File: src/rtl/core/brr_pkg.sv
// Package for the BRR ADPCM decoder: widths, header codes, clamp limits and
// the header word shared by the top level and the predictor.
// Depends on nothing.
package brr_pkg;

	localparam int BYTE_W   = 8;
	localparam int POS_W    = 4;
	localparam int RANGE_W  = 4;
	localparam int HIST_W   = 15;
	localparam int SAMPLE_W = 16;
	localparam int ACC_W    = 20;

	localparam logic [POS_W-1:0]   BLOCK_DATA_BYTES = 4'd8;
	localparam logic [RANGE_W-1:0] RANGE_MAX        = 4'hC;

	localparam logic signed [ACC_W-1:0] CLAMP_HI  = 20'sd32767;
	localparam logic signed [ACC_W-1:0] CLAMP_LO  = -20'sd32768;
	localparam logic signed [ACC_W-1:0] FORCE_NEG = -20'sd2048;

	typedef enum logic [1:0] {
		FILTER_NONE = 2'd0,
		FILTER_ONE  = 2'd1,
		FILTER_TWO  = 2'd2,
		FILTER_THREE = 2'd3
	} filter_t;

	typedef struct packed {
		filter_t             filter;
		logic [RANGE_W-1:0]  shift_range;
	} brr_hdr_t;

endpackage

File: src/rtl/core/brr_predict.sv
// Nibble decode for one BRR sample: scale by range, add filter prediction,
// clamp to 16 bits and wrap to 15 bits. Uses brr_pkg.
module brr_predict (
	input  brr_pkg::brr_hdr_t                  hdr,
	input  logic [3:0]                         nibble,
	input  logic signed [brr_pkg::HIST_W-1:0]  hist_one,
	input  logic signed [brr_pkg::HIST_W-1:0]  hist_two,
	output logic signed [brr_pkg::HIST_W-1:0]  next_hist
);
	import brr_pkg::*;

	logic signed [3:0]       n;
	logic signed [ACC_W-1:0] nx;
	logic signed [ACC_W-1:0] scaled;
	logic signed [ACC_W-1:0] s1;
	logic signed [ACC_W-1:0] s2;
	logic signed [ACC_W-1:0] s1_x3;
	logic signed [ACC_W-1:0] s1_x13;
	logic signed [ACC_W-1:0] s2_x3;
	logic signed [ACC_W-1:0] pred;
	logic signed [ACC_W-1:0] acc;
	logic [SAMPLE_W-1:0]     clamped;

	assign n      = nibble;
	assign nx     = ACC_W'(n);
	assign s1     = ACC_W'(hist_one);
	assign s2     = ACC_W'(hist_two);
	assign s1_x3  = (s1 <<< 1) + s1;
	assign s1_x13 = (s1 <<< 3) + (s1 <<< 2) + s1;
	assign s2_x3  = (s2 <<< 1) + s2;

	always_comb begin
		if (hdr.shift_range <= RANGE_MAX) begin
			scaled = (nx <<< hdr.shift_range) >>> 1;
		end else begin
			scaled = n[3] ? FORCE_NEG : '0;
		end
	end

	always_comb begin
		case (hdr.filter)
			FILTER_NONE:  pred = '0;
			FILTER_ONE:   pred = s1 + ((-s1) >>> 4);
			FILTER_TWO:   pred = (s1 <<< 1) + ((-s1_x3) >>> 5) - s2 + (s2 >>> 4);
			FILTER_THREE: pred = (s1 <<< 1) + ((-s1_x13) >>> 6) - s2 + (s2_x3 >>> 4);
			default:      pred = '0;
		endcase
	end

	assign acc = scaled + pred;

	always_comb begin
		if (acc > CLAMP_HI) begin
			clamped = CLAMP_HI[SAMPLE_W-1:0];
		end else if (acc < CLAMP_LO) begin
			clamped = CLAMP_LO[SAMPLE_W-1:0];
		end else begin
			clamped = acc[SAMPLE_W-1:0];
		end
	end

	assign next_hist = clamped[HIST_W-1:0];

endmodule

File: src/rtl/core/brr_adpcm_decoder.sv
// BRR ADPCM decoder top level: byte intake, block tracking, nibble sequencing
// and output register. Uses brr_pkg and brr_predict.
// Each data byte is held in a work register and its two nibbles are evaluated
// one after the other through the one predictor, high nibble first, each
// result going to the output register. A new byte, data or header, is taken
// at the earliest while the held byte's second sample is being emitted.
// Reset clears block position, header fields, history and the finished flag.
module brr_adpcm_decoder (
	input  logic                                clk,
	input  logic                                arst_n,
	input  logic                                data_valid,
	output logic                                data_stall,
	input  logic [brr_pkg::BYTE_W-1:0]          data_byte,
	input  logic                                start_of_stream,
	output logic                                sample_valid,
	input  logic                                sample_stall,
	output logic signed [brr_pkg::SAMPLE_W-1:0] sample,
	output logic                                run_last,
	output logic                                stream_end,
	output logic                                loop_flag
);
	import brr_pkg::*;

	logic                     acc_in;
	logic                     out_free;
	logic                     emit;
	logic                     ignore;
	logic                     is_hdr;
	logic                     blk_last;
	logic [POS_W-1:0]         eff_pos;
	logic [3:0]               nibble;
	logic signed [HIST_W-1:0] next_hist;

	logic [POS_W-1:0]         pos_q;
	brr_hdr_t                 hdr_q;
	logic                     end_q;
	logic                     loop_q;
	logic                     finished_q;
	logic signed [HIST_W-1:0] hist_one_q;
	logic signed [HIST_W-1:0] hist_two_q;

	logic                     work_valid_q;
	logic                     work_low_q;
	logic [BYTE_W-1:0]        work_byte_q;
	logic                     work_last_q;
	logic                     work_loop_q;

	assign out_free   = !sample_valid || !sample_stall;
	assign emit       = work_valid_q && out_free;
	assign data_stall = work_valid_q && !(work_low_q && out_free);
	assign acc_in     = data_valid && !data_stall;

	assign eff_pos  = start_of_stream ? '0 : pos_q;
	assign ignore   = !start_of_stream && finished_q;
	assign is_hdr   = (eff_pos == '0) || (eff_pos > BLOCK_DATA_BYTES);
	assign blk_last = (eff_pos == BLOCK_DATA_BYTES) && end_q;
	assign nibble   = work_low_q ? work_byte_q[3:0] : work_byte_q[7:4];

	brr_predict u_predict (
		.hdr       (hdr_q),
		.nibble    (nibble),
		.hist_one  (hist_one_q),
		.hist_two  (hist_two_q),
		.next_hist (next_hist)
	);

	always_ff @(posedge clk or negedge arst_n) begin
		if (!arst_n) begin
			pos_q      <= '0;
			hdr_q      <= '{filter: FILTER_NONE, shift_range: '0};
			end_q      <= 1'b0;
			loop_q     <= 1'b0;
			finished_q <= 1'b0;
			hist_one_q <= '0;
			hist_two_q <= '0;
		end else begin
			if (acc_in && start_of_stream) begin
				hist_one_q <= '0;
				hist_two_q <= '0;
				finished_q <= 1'b0;
			end else if (emit) begin
				hist_two_q <= hist_one_q;
				hist_one_q <= next_hist;
			end
			if (acc_in && !ignore) begin
				if (is_hdr) begin
					end_q       <= data_byte[0];
					loop_q      <= data_byte[1];
					hdr_q       <= '{filter: filter_t'(data_byte[3:2]),
						shift_range: data_byte[7:4]};
					pos_q       <= POS_W'(1);
				end else begin
					pos_q <= (eff_pos == BLOCK_DATA_BYTES) ? '0 : eff_pos + POS_W'(1);
					if (blk_last) begin
						finished_q <= 1'b1;
					end
				end
			end
		end
	end

	always_ff @(posedge clk or negedge arst_n) begin
		if (!arst_n) begin
			work_valid_q <= 1'b0;
			work_low_q   <= 1'b0;
		end else begin
			if (acc_in && !ignore && !is_hdr) begin
				work_valid_q <= 1'b1;
				work_low_q   <= 1'b0;
			end else if (emit) begin
				if (work_low_q) begin
					work_valid_q <= 1'b0;
				end else begin
					work_low_q <= 1'b1;
				end
			end
		end
	end

	always_ff @(posedge clk) begin
		if (acc_in && !ignore && !is_hdr) begin
			work_byte_q <= data_byte;
			work_last_q <= blk_last;
			work_loop_q <= loop_q;
		end
	end

	always_ff @(posedge clk or negedge arst_n) begin
		if (!arst_n) begin
			sample_valid <= 1'b0;
		end else if (out_free) begin
			sample_valid <= emit;
		end
	end

	always_ff @(posedge clk) begin
		if (emit) begin
			sample     <= {next_hist, 1'b0};
			run_last   <= work_low_q;
			stream_end <= work_low_q && work_last_q;
			loop_flag  <= work_low_q && work_last_q && work_loop_q;
		end
	end

	a_even_sample : assert property (@(posedge clk) disable iff (!arst_n)
		sample_valid |-> !sample[0])
		else $error("odd sample value");

	a_end_on_second : assert property (@(posedge clk) disable iff (!arst_n)
		(sample_valid && stream_end) |-> run_last)
		else $error("stream end on first sample of a byte");

	a_loop_with_end : assert property (@(posedge clk) disable iff (!arst_n)
		(sample_valid && loop_flag) |-> stream_end)
		else $error("loop flag outside stream end");

	a_ignored_no_work : assert property (@(posedge clk) disable iff (!arst_n)
		(acc_in && finished_q && !start_of_stream) |=> !work_valid_q)
		else $error("work loaded after end of stream");

endmodule
File: config.mk
export PLATFORM = sky130hd
export DESIGN_NAME = brr_adpcm_decoder
export DESIGN_NICKNAME = d
export VERILOG_FILES = /design/src/rtl/core/brr_pkg.sv /design/src/rtl/core/brr_predict.sv /design/src/rtl/core/brr_adpcm_decoder.sv
export SDC_FILE = /design/constraint.sdc
export NUM_CORES = 1
export LEC_CHECK = 0
export ABC_AREA = 1
export BUFFER_PORTS_ARGS = -buffer_cell sky130_fd_sc_hd__buf_4
export CAP_MARGIN = 20
export CORE_AREA = 5 5 202 204
export DETAILED_ROUTE_END_ITERATION = 6
export DIE_AREA = 0 0 207 209
export PLACE_DENSITY = 0.5
export SLEW_MARGIN = 20
export SYNTH_ARGS = -nofsm -noshare
export SYNTH_HDL_FRONTEND = slang
export SYNTH_SLANG_ARGS = --single-unit
File: constraint.sdc
create_clock -name clk -period 8.2 [get_ports clk]
set_input_delay 1.64 -clock clk [delete_from_list [all_inputs] [get_ports clk]]
set_output_delay 1.64 -clock clk [all_outputs]
set_load 0.01 [all_outputs]
==> impl_metrics.toml <==
[final_layout]
final_cell_area_um2 = 13200
final_cell_mix = "nand2_1, inv_1, ha_1"
fill_cells = 4321
nNetsFinal = 1882
n_antenna_cell = 0
layout-drive-gt1-share_pct = 11.8
syn_to_final_growth_pct = 15.6
layout_commonest_cell = "nand2_1"

[synthesis]
syn_inst = 1570
yosys.area_share.simple_pct = 22.2
synth.cell_area_um2 = 11400
synth_top_area_cell = "ha_1"
synth_cell_type_count = 55
yosysWarnings = 0
synthXorXnorAreaFrac_pct = 6.90
yosys-top-cells-area = "ha_1, nand2_1, fa_1"
synth.area.mux_share_pct = 0.274
synth-adder-area-share_pct = 28.5
synth_compound_area_share_pct = 15.3
synth_edf_count = 28
synth_top_area_share_pct = 17.9
synth_top_family_by_area = "adder cells"
yosysSeqAreaShare_pct = 17.4
synth-async-reset-ratio_pct = 62.2
synth.avg_cell_area_um2 = 7.27
synth_flop_cell = "dfrtp_1"
synth_nets = 1807
ys_ff_latch = 74

[placed_design]
dp_hpwl_mm = 30.2
dpl_cell_area_um2 = 12500
routabilityCongestion = 0.949
place_ws_ps = -63.2
io_buffer_count = 32

[critical_path]
r2r-start = "hist_one_q[4]"
slowest_stage = "fa_1"
crit_path_end = "hist_one_q[2]"
rrSetupSlack_ps = 450
crit_required_ps = 8440
cp.arrival_ps = 7990
crit_path_frequent_cell = "nand2_1"
critPathLaunchType = "register"
critPathMaxStageDelay_ps = 530
r2r_cells = 40
end_kind = "register"
rr_endpoint = "hist_one_q[2]"
critPathMaxFanout = 15
crit_start = "hist_one_q[4]"
setup.worst_path.class = "register to register"

[grt]
overflow = 0
grtUsageTotal_pct = 16.6
grt_pass1_vias = 10600
grt_first_pass_wirelength_mm = 57.1
antenna_found_initial = 0
grt_max_degree = 47

[detailed_routing]
antenna_left = 0
routed-via-count = 10500
wl_per_cell_um = 16.8
dr.pass1.iters = 5
drc = 0
routed_via_density = 4.84
drt-initial-drc-count = 733
wirelength_mm = 36.6

[cts]
cts_tree = "yes"
cts_root_buf = "clkbuf_16"
cts_made_buffers = 9
cts_max_level = 3
cts_hold_buffers = 0
clk_pin_slew_ps = 70
clock_latency_ps = 370
clock-sinks = 74
cts_buffer_depth = 2

[sta]
setup_ws_ps = 454
slew_violations = 0
finalSetupViolations = 0
hold_violations = 0
finalClockSkew_ps = 14.4
worst_pin_slew_ps = 1090
fmax_ghz = 0.129
min_period_ps = 7750
slew_headroom_pct = 27.1
period_share_pct = 94.5

[hold_path]
min_path_type = "register to register"

[job]
maxCapViolCount = 0

[status]
status = "complete, no violations"

[floorplan]
initial_core_util_pct = 29.2
io_pins = 34
chipWidth_um = 207
fp-row-count = 73
die_y_um = 209
dieArea_um2 = 43300
coreArea_um2 = 39100
[area by class of cell]
cell class	instances	area, µm²	area share [%]
Inverter	263	995	7.54
Tap cell	525	657	4.98
Clock buffer	10	239	1.81
Timing Repair Buffer	78	611	4.63
Multi-Input combinational cell	1219	8630	65.4
Sequential cell	74	1990	15.1
Clock inverter	6	73.8	0.559
[sequential cells by signal (all words and copies together) (netlist names), 4 cells and up]
register	count
hist_one_q	15
hist_two_q	15
sample	15
work_byte_q	8
hdr_q	6
pos_q	4
[per-stage QoR]
stage / instances / utilization, % / setup TNS (ps) / hold WS, ps
after CTS: 2162 / 32.8 / 0 / 465
after floorplan: 1570 / - / 0 / 420
after global placement: 2146 / 32.0 / -145 / 432
after detailed placement: 2146 / 32.0 / -69.4 / 449
final: 2175 / 33.8 / 0 / 457
after global routing: 2175 / 33.8 / -286 / 479
[how the worst min path moves through the flow]
stage	start	endpoint	slack (ps)	depth (start not counted)
2_1_floorplan	work_low_q	run_last	420	0
3_3_place_gp	loop_q	work_loop_q	430	0
3_5_place_dp	loop_q	work_loop_q	450	0
4_1_cts	loop_q	work_loop_q	460	0
5_1_grt	loop_q	work_loop_q	480	0
6_report	loop_q	work_loop_q	460	0
[cells by family after synthesis]
group	count (synthesis)
AO/OA/AOI/OAI	307
AND/OR/NAND/NOR	593
XOR/XNOR	90
flip-flops	74
other	1
adder cells (fa/ha/maj)	224
multiplexers	3
buffers and inverters	278
[cells in the mapped netlist (all sizes together), types with 2 or more instances]
library cell  number
a21boi             4
a21o              11
a21oi            140
a221oi             3
a31oi              7
buf                5
clkbuf            10
dfrtp             46
edfxtp            28
fa                61
ha               163
inv              263
mux2i              2
nand2            367
nand3             76
nand3b             2
nand4             11
nor2             112
nor3              11
o2111ai            3
o211ai             6
o21a               3
o21ai             91
o21bai             7
o221ai             7
o22ai             15
o31ai              2
or2               11
xnor2             31
xor2              59
[layer usage]
metal / global-route usage (%) / vias up / wire, µm
met2: 26.7 / 202 / 16400
met1: 23.1 / 4970 / 17500
met5: 0 / - / 0
li1: - / 5306 / -
met4: 6.16 / 0 / 1260
met3: 1.77 / 50 / 1570
[what timing repair did]
action                     CTS  global route
gates resized for setup      5            55
setup endpoints to repair   17            30
gates cloned                 0             1
pin swaps                    0            22
buffers inserted             0            12
[worst max-delay path: cells and delay by family, from the launching register on]
kind / cells / cell delay [ps]
XOR/XNOR: 2 / 420
AND/OR/NAND/NOR: 14 / 1530
flip-flops: 1 / 420
adder cells (fa/ha/maj): 7 / 2800
buffers and inverters: 5 / 550
AO/OA/AOI/OAI: 12 / 1900
Power is left out: the tool's default activity adds up to more than one toggle a clock period on the data nets, which glitch-free logic cannot reach.
